**src/rtl/gcfd_pkg.sv**
```systemverilog
// Shared types and constants for the ground current fault detector.
`timescale 1ns / 1ps

package gcfd_pkg;

   // Fixed field widths and the gain scaling of the low-pass filters.
   localparam int unsigned FIELD_BITS = 16;
   localparam int unsigned GAIN_BITS  = 16;
   localparam int unsigned GAIN_SHIFT = 16;
   localparam int unsigned MAG_BITS   = 16;
   localparam logic [MAG_BITS-1:0] MAG_MAX = 16'hFFFF;

   // Configuration register indexes.
   typedef enum logic [1:0] {
      CSR_COMPONENT_GAIN  = 2'd0,
      CSR_MAGNITUDE_GAIN  = 2'd1,
      CSR_FAULT_THRESHOLD = 2'd2,
      CSR_ALARM_THRESHOLD = 2'd3
   } csr_index_type;

   localparam logic [GAIN_BITS-1:0] GAIN_RESET      = 16'd655;
   localparam logic [MAG_BITS-1:0]  THRESHOLD_RESET = 16'hFFFF;

   // Sequencer states.
   typedef enum logic [3:0] {
      ST_IDLE,
      ST_XMUL,
      ST_XADD,
      ST_YMUL,
      ST_YADD,
      ST_SQMUL,
      ST_SQADD,
      ST_ROOT,
      ST_MMUL,
      ST_MADD,
      ST_OUT
   } state_type;

   // Request payload.
   typedef struct packed {
      logic signed [FIELD_BITS-1:0] current_x;
      logic signed [FIELD_BITS-1:0] current_y;
      logic                         bridge_enabled;
   } req_type;

   // Response payload.
   typedef struct packed {
      logic [MAG_BITS-1:0] magnitude_raw;
      logic [MAG_BITS-1:0] magnitude_filtered;
      logic                fault;
      logic                alarm;
   } rsp_type;

endpackage

```
**src/rtl/ground_current_fault_detector.sv**
```systemverilog
// Top level of the ground current fault detector: sequencer and shared multiplier datapath.
`timescale 1ns / 1ps

// Usage:
// One request carries an X/Y ground current sample and the bridge-enable bit; it
// produces exactly one response with the raw magnitude of the filtered vector, the
// low-passed magnitude and the fault and alarm flags.
// req_ready is high only while the sequencer is idle. An enabled request runs
// through one shared multiplier (X filter, Y filter, the squares in 16-bit chunks,
// the magnitude filter) and a square root that resolves one bit per cycle.
// Each square is built from ceil(AW/16) chunks and the root has AW bits, where
// AW = min(SAMPLE_BITS + FRAC_BITS, 32). The next request can be taken in the same
// cycle as the response turns valid. A request with the bridge disabled clears
// all filters and goes straight to the output state for an all-zero response.
// The response sits in an output register: while the receiver stalls the block
// still accepts and works on the next request, and holds that result back until
// the output register frees.
// Reset clears the filters and loads the register defaults (gains 655, thresholds
// 65535). Write csr_ port registers only while idle; the block does not enforce it.
module ground_current_fault_detector #(
   parameter int unsigned SAMPLE_BITS = 16,
   parameter int unsigned FRAC_BITS   = 16
) (
   input  logic                                  clock,
   input  logic                                  reset,
   input  logic                                  req_valid,
   output logic                                  req_ready,
   input  gcfd_pkg::req_type                     req_data,
   output logic                                  rsp_valid,
   input  logic                                  rsp_ready,
   output gcfd_pkg::rsp_type                     rsp_data,
   input  logic                                  csr_we,
   input  logic [1:0]                            csr_index,
   input  logic [gcfd_pkg::GAIN_BITS-1:0]        csr_wdata
);

   // Derived widths.
   localparam int unsigned SW     = SAMPLE_BITS + FRAC_BITS;
   localparam int unsigned EXCESS = (SW > 32) ? (SW - 32) : 0;
   localparam int unsigned AW     = SW - EXCESS;
   localparam int unsigned SQW    = 2 * AW;
   localparam int unsigned NCH    = (AW + 15) / 16;
   localparam int unsigned CIW    = (NCH > 1) ? $clog2(NCH) : 1;
   localparam int unsigned RCW    = $clog2(AW);
   localparam int unsigned RSH    = FRAC_BITS - EXCESS;
   localparam int unsigned MW     = gcfd_pkg::MAG_BITS + FRAC_BITS;
   localparam int unsigned MA     = (SW > MW) ? (SW + 1) : (MW + 1);
   localparam int unsigned PW     = MA + gcfd_pkg::GAIN_BITS + 1;
   localparam int unsigned FW     = (SAMPLE_BITS > gcfd_pkg::FIELD_BITS) ?
                                    SAMPLE_BITS : gcfd_pkg::FIELD_BITS;
   localparam int unsigned GAIN_SHIFT_L = gcfd_pkg::GAIN_SHIFT;

   // Configuration registers.
   logic [gcfd_pkg::GAIN_BITS-1:0] comp_gain_ff, comp_gain_in;
   logic [gcfd_pkg::GAIN_BITS-1:0] mag_gain_ff, mag_gain_in;
   logic [gcfd_pkg::MAG_BITS-1:0]  fault_thr_ff, fault_thr_in;
   logic [gcfd_pkg::MAG_BITS-1:0]  alarm_thr_ff, alarm_thr_in;

   // Sequencer and datapath registers.
   gcfd_pkg::state_type state_ff, state_in;
   logic [SAMPLE_BITS-1:0] samp_x_ff, samp_x_in;
   logic [SAMPLE_BITS-1:0] samp_y_ff, samp_y_in;
   logic                   en_ff, en_in;
   logic [SW-1:0]          x_ff, x_in;
   logic [SW-1:0]          y_ff, y_in;
   logic [MW-1:0]          mag_ff, mag_in;
   logic [SQW-1:0]         sq_ff, sq_in;
   logic [AW:0]            rem_ff, rem_in;
   logic [AW-1:0]          root_ff, root_in;
   logic [RCW-1:0]         root_cnt_ff, root_cnt_in;
   logic                   sq_y_ff, sq_y_in;
   logic [CIW-1:0]         chunk_ff, chunk_in;
   logic signed [PW-1:0]   prod_ff;
   logic                   rsp_valid_ff, rsp_valid_in;
   gcfd_pkg::rsp_type      rsp_ff, rsp_in;

   // Control decodes.
   logic                   accept;
   logic                   rsp_load;
   logic                   chunk_last;
   logic                   sq_last;
   logic                   root_last;

   // Datapath combinational values.
   logic [FW-1:0]                  fx_ext, fy_ext;
   logic [SW-1:0]                  tx, ty;
   logic signed [SW:0]             dx, dy;
   logic [SW-1:0]                  ax_full, ay_full, ax_sh, ay_sh;
   logic [AW-1:0]                  ax, ay, sq_op;
   logic [16*NCH-1:0]              sq_op_ext;
   logic [AW-1:0]                  root_sh;
   logic [gcfd_pkg::MAG_BITS-1:0]  raw16;
   logic [MW-1:0]                  tm;
   logic signed [MW:0]             dm;
   logic signed [MA-1:0]           mul_a;
   logic [gcfd_pkg::GAIN_BITS-1:0] mul_b;
   logic signed [PW-1:0]           prod;
   logic [SQW-1:0]                 sq_part;
   logic [AW+2:0]                  rem_sh, trial, rem_diff;
   logic [gcfd_pkg::MAG_BITS-1:0]  filt;

   // Configuration writes.
   always_comb begin
      comp_gain_in = comp_gain_ff;
      mag_gain_in  = mag_gain_ff;
      fault_thr_in = fault_thr_ff;
      alarm_thr_in = alarm_thr_ff;
      if (csr_we) begin
         case (gcfd_pkg::csr_index_type'(csr_index))
            gcfd_pkg::CSR_COMPONENT_GAIN:  comp_gain_in = csr_wdata;
            gcfd_pkg::CSR_MAGNITUDE_GAIN:  mag_gain_in  = csr_wdata;
            gcfd_pkg::CSR_FAULT_THRESHOLD: fault_thr_in = csr_wdata;
            gcfd_pkg::CSR_ALARM_THRESHOLD: alarm_thr_in = csr_wdata;
            default: ;
         endcase
      end
   end

   // Loop end conditions.
   assign chunk_last = (chunk_ff == CIW'(NCH - 1));
   assign sq_last    = sq_y_ff && chunk_last;
   assign root_last  = (root_cnt_ff == '0);

   // Next state.
   always_comb begin
      state_in = state_ff;
      case (state_ff)
         gcfd_pkg::ST_IDLE: begin
            if (req_valid) begin
               state_in = req_data.bridge_enabled ? gcfd_pkg::ST_XMUL : gcfd_pkg::ST_OUT;
            end
         end
         gcfd_pkg::ST_XMUL:  state_in = gcfd_pkg::ST_XADD;
         gcfd_pkg::ST_XADD:  state_in = gcfd_pkg::ST_YMUL;
         gcfd_pkg::ST_YMUL:  state_in = gcfd_pkg::ST_YADD;
         gcfd_pkg::ST_YADD:  state_in = gcfd_pkg::ST_SQMUL;
         gcfd_pkg::ST_SQMUL: state_in = gcfd_pkg::ST_SQADD;
         gcfd_pkg::ST_SQADD: begin
            state_in = sq_last ? gcfd_pkg::ST_ROOT : gcfd_pkg::ST_SQMUL;
         end
         gcfd_pkg::ST_ROOT: begin
            if (root_last) begin
               state_in = gcfd_pkg::ST_MMUL;
            end
         end
         gcfd_pkg::ST_MMUL:  state_in = gcfd_pkg::ST_MADD;
         gcfd_pkg::ST_MADD:  state_in = gcfd_pkg::ST_OUT;
         gcfd_pkg::ST_OUT: begin
            if (!rsp_valid_ff || rsp_ready) begin
               state_in = gcfd_pkg::ST_IDLE;
            end
         end
         default: state_in = gcfd_pkg::ST_IDLE;
      endcase
   end

   // Sequencer outputs: handshake and multiplier operand selection.
   always_comb begin
      req_ready = 1'b0;
      rsp_load  = 1'b0;
      mul_a     = '0;
      mul_b     = '0;
      case (state_ff)
         gcfd_pkg::ST_IDLE: req_ready = 1'b1;
         gcfd_pkg::ST_XMUL: begin
            mul_a = MA'(dx);
            mul_b = comp_gain_ff;
         end
         gcfd_pkg::ST_YMUL: begin
            mul_a = MA'(dy);
            mul_b = comp_gain_ff;
         end
         gcfd_pkg::ST_SQMUL: begin
            mul_a = MA'(sq_op);
            mul_b = sq_op_ext[chunk_ff*16 +: 16];
         end
         gcfd_pkg::ST_MMUL: begin
            mul_a = MA'(dm);
            mul_b = mag_gain_ff;
         end
         gcfd_pkg::ST_OUT: rsp_load = !rsp_valid_ff || rsp_ready;
         default: ;
      endcase
   end

   assign accept = req_valid && req_ready;

   // Filter targets and differences: sample scaled by 2^FRAC_BITS minus the state.
   assign fx_ext = FW'(req_data.current_x);
   assign fy_ext = FW'(req_data.current_y);
   assign tx     = {samp_x_ff, {FRAC_BITS{1'b0}}};
   assign ty     = {samp_y_ff, {FRAC_BITS{1'b0}}};
   assign dx     = $signed({tx[SW-1], tx}) - $signed({x_ff[SW-1], x_ff});
   assign dy     = $signed({ty[SW-1], ty}) - $signed({y_ff[SW-1], y_ff});

   // Absolute values of the filtered components, trimmed so the squares fit.
   assign ax_full   = x_ff[SW-1] ? (~x_ff + SW'(1)) : x_ff;
   assign ay_full   = y_ff[SW-1] ? (~y_ff + SW'(1)) : y_ff;
   assign ax_sh     = ax_full >> EXCESS;
   assign ay_sh     = ay_full >> EXCESS;
   assign ax        = ax_sh[AW-1:0];
   assign ay        = ay_sh[AW-1:0];
   assign sq_op     = sq_y_ff ? ay : ax;
   assign sq_op_ext = (16*NCH)'(sq_op);

   // Shared multiplier: signed operand times an unsigned 16-bit factor.
   assign prod    = mul_a * $signed({1'b0, mul_b});
   assign sq_part = SQW'(prod_ff[AW+15:0]) << {chunk_ff, 4'b0000};

   // One square root bit per cycle, taking radicand bits from the top of sq_ff.
   assign rem_sh   = {rem_ff, sq_ff[SQW-1 -: 2]};
   assign trial    = {1'b0, root_ff, 2'b01};
   assign rem_diff = rem_sh - trial;

   // Integer part of the root, saturated, and the magnitude filter difference.
   assign root_sh = root_ff >> RSH;
   assign raw16   = (root_sh > AW'(gcfd_pkg::MAG_MAX)) ? gcfd_pkg::MAG_MAX :
                    root_sh[gcfd_pkg::MAG_BITS-1:0];
   assign tm      = {raw16, {FRAC_BITS{1'b0}}};
   assign dm      = $signed({1'b0, tm}) - $signed({1'b0, mag_ff});
   assign filt    = mag_ff[FRAC_BITS +: gcfd_pkg::MAG_BITS];

   // Datapath register updates.
   always_comb begin
      samp_x_in   = samp_x_ff;
      samp_y_in   = samp_y_ff;
      en_in       = en_ff;
      x_in        = x_ff;
      y_in        = y_ff;
      mag_in      = mag_ff;
      sq_in       = sq_ff;
      rem_in      = rem_ff;
      root_in     = root_ff;
      root_cnt_in = root_cnt_ff;
      sq_y_in     = sq_y_ff;
      chunk_in    = chunk_ff;
      case (state_ff)
         gcfd_pkg::ST_IDLE: begin
            if (accept) begin
               samp_x_in = fx_ext[SAMPLE_BITS-1:0];
               samp_y_in = fy_ext[SAMPLE_BITS-1:0];
               en_in     = req_data.bridge_enabled;
               if (!req_data.bridge_enabled) begin
                  x_in   = '0;
                  y_in   = '0;
                  mag_in = '0;
               end
            end
         end
         gcfd_pkg::ST_XADD: x_in = x_ff + prod_ff[GAIN_SHIFT_L +: SW];
         gcfd_pkg::ST_YADD: begin
            y_in     = y_ff + prod_ff[GAIN_SHIFT_L +: SW];
            sq_in    = '0;
            sq_y_in  = 1'b0;
            chunk_in = '0;
         end
         gcfd_pkg::ST_SQADD: begin
            sq_in = sq_ff + sq_part;
            if (chunk_last) begin
               chunk_in = '0;
               sq_y_in  = 1'b1;
            end else begin
               chunk_in = chunk_ff + CIW'(1);
            end
            rem_in      = '0;
            root_in     = '0;
            root_cnt_in = RCW'(AW - 1);
         end
         gcfd_pkg::ST_ROOT: begin
            sq_in = sq_ff << 2;
            if (!rem_diff[AW+2]) begin
               rem_in  = rem_diff[AW:0];
               root_in = {root_ff[AW-2:0], 1'b1};
            end else begin
               rem_in  = rem_sh[AW:0];
               root_in = {root_ff[AW-2:0], 1'b0};
            end
            root_cnt_in = root_cnt_ff - RCW'(1);
         end
         gcfd_pkg::ST_MADD: mag_in = mag_ff + prod_ff[GAIN_SHIFT_L +: MW];
         default: ;
      endcase
   end

   // Response register: all zero while the bridge is disabled.
   always_comb begin
      rsp_in       = rsp_ff;
      rsp_valid_in = rsp_valid_ff && !rsp_ready;
      if (rsp_load) begin
         rsp_valid_in = 1'b1;
         if (en_ff) begin
            rsp_in.magnitude_raw      = raw16;
            rsp_in.magnitude_filtered = filt;
            rsp_in.fault              = (filt >= fault_thr_ff);
            rsp_in.alarm              = (filt >= alarm_thr_ff);
         end else begin
            rsp_in = '0;
         end
      end
   end

   // Control and state registers.
   always_ff @(posedge clock) begin
      if (reset) begin
         state_ff     <= gcfd_pkg::ST_IDLE;
         rsp_valid_ff <= 1'b0;
         comp_gain_ff <= gcfd_pkg::GAIN_RESET;
         mag_gain_ff  <= gcfd_pkg::GAIN_RESET;
         fault_thr_ff <= gcfd_pkg::THRESHOLD_RESET;
         alarm_thr_ff <= gcfd_pkg::THRESHOLD_RESET;
         x_ff         <= '0;
         y_ff         <= '0;
         mag_ff       <= '0;
         root_cnt_ff  <= '0;
         sq_y_ff      <= 1'b0;
         chunk_ff     <= '0;
         en_ff        <= 1'b0;
      end else begin
         state_ff     <= state_in;
         rsp_valid_ff <= rsp_valid_in;
         comp_gain_ff <= comp_gain_in;
         mag_gain_ff  <= mag_gain_in;
         fault_thr_ff <= fault_thr_in;
         alarm_thr_ff <= alarm_thr_in;
         x_ff         <= x_in;
         y_ff         <= y_in;
         mag_ff       <= mag_in;
         root_cnt_ff  <= root_cnt_in;
         sq_y_ff      <= sq_y_in;
         chunk_ff     <= chunk_in;
         en_ff        <= en_in;
      end
   end

   // Payload registers.
   always_ff @(posedge clock) begin
      samp_x_ff <= samp_x_in;
      samp_y_ff <= samp_y_in;
      sq_ff     <= sq_in;
      rem_ff    <= rem_in;
      root_ff   <= root_in;
      prod_ff   <= prod;
      rsp_ff    <= rsp_in;
   end

   assign rsp_valid = rsp_valid_ff;
   assign rsp_data  = rsp_ff;

endmodule

```
**config.mk**
```make
export PLATFORM = sky130hd
export DESIGN_NAME = ground_current_fault_detector
export DESIGN_NICKNAME = d
export VERILOG_FILES = /design/src/rtl/gcfd_pkg.sv /design/src/rtl/ground_current_fault_detector.sv
export SDC_FILE = /design/constraint.sdc
export NUM_CORES = 2
export LEC_CHECK = 0
export BUFFER_PORTS_ARGS = -buffer_cell sky130_fd_sc_hd__clkbuf_2
export CAP_MARGIN = 25
export CORE_MARGIN = 1
export CORE_UTILIZATION = 50
export CTS_BUF_LIST = sky130_fd_sc_hd__clkbuf_8 sky130_fd_sc_hd__clkbuf_16
export DETAILED_ROUTE_END_ITERATION = 6
export PLACE_DENSITY = 0.68
export SYNTH_ARGS = -nofsm -noshare
export SYNTH_HDL_FRONTEND = slang
export SYNTH_SLANG_ARGS = --single-unit
```
**constraint.sdc**
```tcl
create_clock -name clock -period 9.2 [get_ports clock]
set_clock_uncertainty 0.2 [all_clocks]
set_input_delay 0 -clock clock [delete_from_list [all_inputs] [get_ports clock]]
set_output_delay 0 -clock clock [all_outputs]
set_load 0.02 [all_outputs]
```
* Word-level counts from Yosys, hierarchy flattened
Index checks and enable logic that the tools add are counted.
Cells by class: multipliers 1, bitwise logic cells 2, multiplexer cells 30, add/subtract/negate cells 12, order comparisons 3, shift operators 2, equality and inequality tests 19, reduce and logical (&&, ||, !) cells 26
Operators by type and width (count):
- case mux 32 bit (2 select lines) | 4
- case mux 64 bit (3 select lines) | 1
- two-way mux 32 bit | 5
- case mux 33 bit (4 select lines) | 1
- subtractor 32 x 32 -> 33 bit | 3
- adder 32 bit | 3
- case mux 33 bit (2 select lines) | 1
- adder 32 x 1 -> 32 bit, second input constant | 2
- adder 64 bit | 1
- NOT 32 bit | 2
- << shifter 48 x 5 -> 64 bit | 1
- multiplier 33 x 17 -> 48 bit | 1
- case mux 16 bit (3 select lines) | 1
- case mux 4 bit (11 select lines) | 1
- subtractor 35 x 34 -> 35 bit | 1
- two-way mux 33 bit | 1
- >= comparator 16 bit | 2
- indexed part select 32 x 6 -> 16 bit | 1
- equality test 4 x 3 -> 1 bit, second input constant | 4
- > comparator 16 bit, second input constant | 1
- two-way mux 16 bit | 1
- two-way mux 4 bit | 4
- equality test 4 bit, second input constant | 3
- inequality test 2 bit, second input constant | 6
- 21 further kinds | 44
Storage, ports and cells: bits in registers 416, logic and storage cells 118, input bits 56

* Longest topological paths before layout
depth in word-level cells 7, mapped depth 38, gate-level depth less buffers 37

* Worst setup path before layout
OpenSTA, ideal clock, no wires.
path kind flip-flop to flip-flop, from reg y_ff[11], to reg prod_ff[44], data arrival time 9.034 ns, stages on the path, launching flop included 35, required time 8.878 ns, buffers on the path 2, clock period less this slack 9.356 ns, setup slack -0.156 ns, cell sequence dfxtp_1 -> buf_2 -> or4_1 -> nor3_1 -> nand2_1 -> or3_1 -> nand2_1 -> xnor2_1 -> a21oi_1 -> mux2_2 -> a222oi_1 -> buf_2 -> nor2_1 -> fa_1 -> inv_1 -> fa_1 -> fa_1 -> inv_1 -> fa_1 -> fa_1 -> inv_1 -> fa_1 -> inv_1 -> ha_1 -> a21o_1 -> a21oi_1 -> o21ai_0 -> o311ai_0 -> a21oi_1 -> a2111o_1 -> a21oi_1 -> o21ai_0 -> a31oi_1 -> nor4b_1 -> a311o_1
Between the ends: cells in the longest elaborated chain, start to end 7
Ends and longest elaborated chain:
- start, declared | RTL line ground_current_fault_detector.sv:65 | logic [SW-1:0] y_ff, y_in;
- start signal, assigned | RTL line ground_current_fault_detector.sv:326 | y_ff <= y_in;
- NOT 32 bit | RTL line ground_current_fault_detector.sv:198 | assign ay_full = y_ff[SW-1] ? (~y_ff + SW'(1)) : y_ff;
- adder 32 x 1 -> 32 bit | RTL line ground_current_fault_detector.sv:198
- two-way mux 32 bit | RTL line ground_current_fault_detector.sv:198
- two-way mux 32 bit | RTL line ground_current_fault_detector.sv:203 | assign sq_op = sq_y_ff ? ay : ax;
- indexed part select 32 x 6 -> 16 bit | RTL line ground_current_fault_detector.sv:175 | mul_b = sq_op_ext[chunk_ff*16 +: 16];
- case mux 16 bit (3 select lines) | RTL line ground_current_fault_detector.sv:163 | case (state_ff)
- multiplier 33 x 17 -> 48 bit (*) | RTL line ground_current_fault_detector.sv:207 | assign prod = mul_a * $signed({1'b0, mul_b});
- named net prod[44] | RTL line ground_current_fault_detector.sv:97 | logic signed [PW-1:0] prod;
- end signal, assigned | RTL line ground_current_fault_detector.sv:342 | prod_ff <= prod;
- end, declared | RTL line ground_current_fault_detector.sv:73 | logic signed [PW-1:0] prod_ff;
The timed path passes the listed nets; every way through them passes the cells marked *. A chain may end at the register's enable or synchronous reset.

* Worst setup path after layout
from reg y_ff[16], to reg prod_ff[44]
The elaborated chain is that of the path after synthesis.

==> results_dict.tcl <==
set metrics [dict create \
    outcome "finished clean" \
    clock_path_buffers 3 \
    nets 7220 \
    nFillCells 8473 \
    synth.top_cell.area_share_pct 20.2 \
    area_growth_syn_to_layout_pct 20.3 \
    clock-root-buffer "clkbuf_16" \
    required_ns 9.52 \
    post-route-period-util_pct 98.0 \
    final_cell_area_um2 58500 \
    ant_nets 0 \
    synth_area_per_cell_um2 8.52 \
    htreeDepth 2 \
    synth_edf_count 195 \
    critical_path_depth 34 \
    crit_family "adder cells" \
    hp-start "csr_wdata[0]" \
    place_area_um2 54400 \
    path_class "reg -> reg" \
    wl_per_cell_um 22.1 \
    dp_hpwl_mm 133 \
    critPathCaptureType "flip-flop" \
    hold_path.class "in -> reg" \
    critPathMaxFanout 5 \
    grt_max_degree 72 \
    total_power_w 0.00956 \
    synth_top_family_by_area "adder cells" \
    rows 114 \
    cp-startpoint "y_ff[16]" \
    cpPeakStageDelay_ns 0.54 \
    start_util_pct 50.4 \
    r2r_cells 34 \
    critPathSlowestCell "fa_1" \
    ys_ff_latch 416 \
    grt_setup_unrepaired "true" \
    synthDominantAreaCellType "fa_1" \
    firstDrtPassIters 6 \
    dieWidth_um 314 \
    synth_xor_area_share_pct 6.21 \
    final_common_cell "inv_1" \
    drc 0 \
    synth_compound_area_share_pct 17.1 \
    ir_drop_uv 168 \
    grt_pass1_wl_mm 255 \
    reg2reg_from "y_ff[16]" \
    worstPathArrival_ns 9.33 \
    grt_pass1_vias 42700 \
    setup-tns-final_ns 0 \
    setup_violations 0 \
    worst_setup_path_start_kind "flip-flop" \
    cellLeakagePower_nw 27.8 \
    worst_slew_pin_slew_ns 1.07 \
    synthSimpleGateAreaFrac_pct 16.0 \
    worstSkewPairLatency_ns 0.65 \
    pin_count 92 \
    fmax_mhz 111 \
    path_common_cell "fa_1" \
    coreArea_um2 96600 \
    die_height_um 314 \
    synth_nets 6644 \
    slew_violations 0 \
    syn_inst 5710 \
    cts_tree "yes" \
    track_usage_pct 34.0 \
    netlist_area_um2 48600 \
    clkTransAtPathRegs_ns 0.07 \
    seqCellArea_um2 10300 \
    gp_congestion 1.00 \
    slew_headroom_pct 28.5 \
    hold_viol 0 \
    min_path_cells 4 \
    clock_sinks 416 \
    fin_util_pct 60.6 \
    p_per_area_nw_per_um2 163 \
    synthMuxAreaShare_pct 1.25 \
    async_flop_share_pct 0 \
    maxCapViolCount 0 \
    yosysWarnings 0 \
    cts_buffers 50 \
    synth.top_cells.by_area "fa_1, edfxtp_1, ha_1" \
    yosysUniqueCellTypes 86 \
    drive_above_1_share_pct 16.0 \
    drtIter0Drc 4116 \
    dieArea_um2 98500 \
    layout_common_cells "inv_1, nand2_1, nor2_1" \
    whs_ns 0.0340 \
    min_period_ns 9.01 \
    avgViaCountPerCell 5.76 \
    yosysSeqAreaShare_pct 21.1 \
    wl_mm 168 \
    synthFlopType "dfxtp_1" \
    overflow 0 \
    critPathBufInv 8 \
    antenna_found_initial 9 \
    multi_input_area_um2 35400 \
    io_buffers 91 \
    vias 43800 \
    synthAdderAreaFrac_pct 30.2 \
]
-- power breakdown --
group	switching, W	total, W	leakage [nW]	internal [W]
clock	0.000915	0.00217	0.919	0.00126
combinational	0.00301	0.00505	23.3	0.00204
sequential	0.000240	0.00234	3.54	0.00210
total	0.00416	0.00956	27.8	0.00540
-- synthesized netlist by cell type, types with 167 or more instances --
master / instances
nand2_1: 604
ha_1: 388
dfxtp_1: 221
a21o_1: 167
clkbuf_1: 185
edfxtp_1: 195
xnor2_1: 233
o21ai_0: 247
fa_1: 490
a21oi_1: 330
inv_1: 804
nor2_1: 537
-- tightest hold or removal path, delay by kind of cell --
family,cells,cell delay (ns)
AO/OA/AOI/OAI,1,0.08
buffers and inverters,2,0.69
AND/OR/NAND/NOR,1,0.06
-- logic make-up after synthesis --
| group | after synthesis |
|---|---|
| flops | 416 |
| compound gates | 1257 |
| xor+xnor | 345 |
| simple gates | 1710 |
| mux | 56 |
| fa+ha+maj | 881 |
| buf+inv | 1045 |
-- worst paths after layout --
| check | endpoint | slack [ns] |
|---|---|---|
| worst max-delay path | prod_ff[44] | 0.19 |
| worst min-delay path | fault_thr_ff[0] | 0.03 |
| worst max register to register | prod_ff[44] | 0.19 |
| worst min register to register | mag_gain_ff[14] | 0.26 |
-- per-stage QoR --
step	std cells	setup slack, ns
finish	7605	0.187
global route	7605	-0.120
CTS	7570	0.0140
detailed placement	7374	-0.457
global placement	7372	-0.356
floorplan	5710	0.0317
-- flip-flops by register name, summed over array words and instances (netlist names), 4 cells and up --
register and count:
samp_x_ff 16, x_ff 32, sq_ff 64, rsp_data 34, root_cnt_ff 5, prod_ff 48
fault_thr_ff 16, comp_gain_ff 16, alarm_thr_ff 16, state_ff 4, samp_y_ff 16, y_ff 32
mag_ff 32, rem_ff 33, mag_gain_ff 16, root_ff 32
-- repair_timing --
action                     4_1_cts  5_1_grt
resized for setup               56      164
pin swaps                       24       96
buffers inserted                 4       28
setup endpoints to repair       11       23
hold buffers                    98        0
hold endpoints to repair       202        0
-- area by class of cell --
cell class | instances | area share [%]
multi-input cells | 4249 | 60.5
clock inverters | 32 | 0.505
clock buffers | 62 | 2.54
repair buffers | 765 | 11.0
diodes | 1 | 0.00428
well taps | 1276 | 2.73
inverters | 804 | 5.16
flip-flops and latches | 416 | 17.6
-- metal layers --
layer	GRT usage, %	vias up	routed length, µm
li1	-	20400	-
met1	47.7	21400	72000
met2	52.3	1755	73200
met3	6.73	311	16000
met4	10.9	2	6640
met5	0	-	13
No activity file was read; power rests on OpenSTA's default activity.
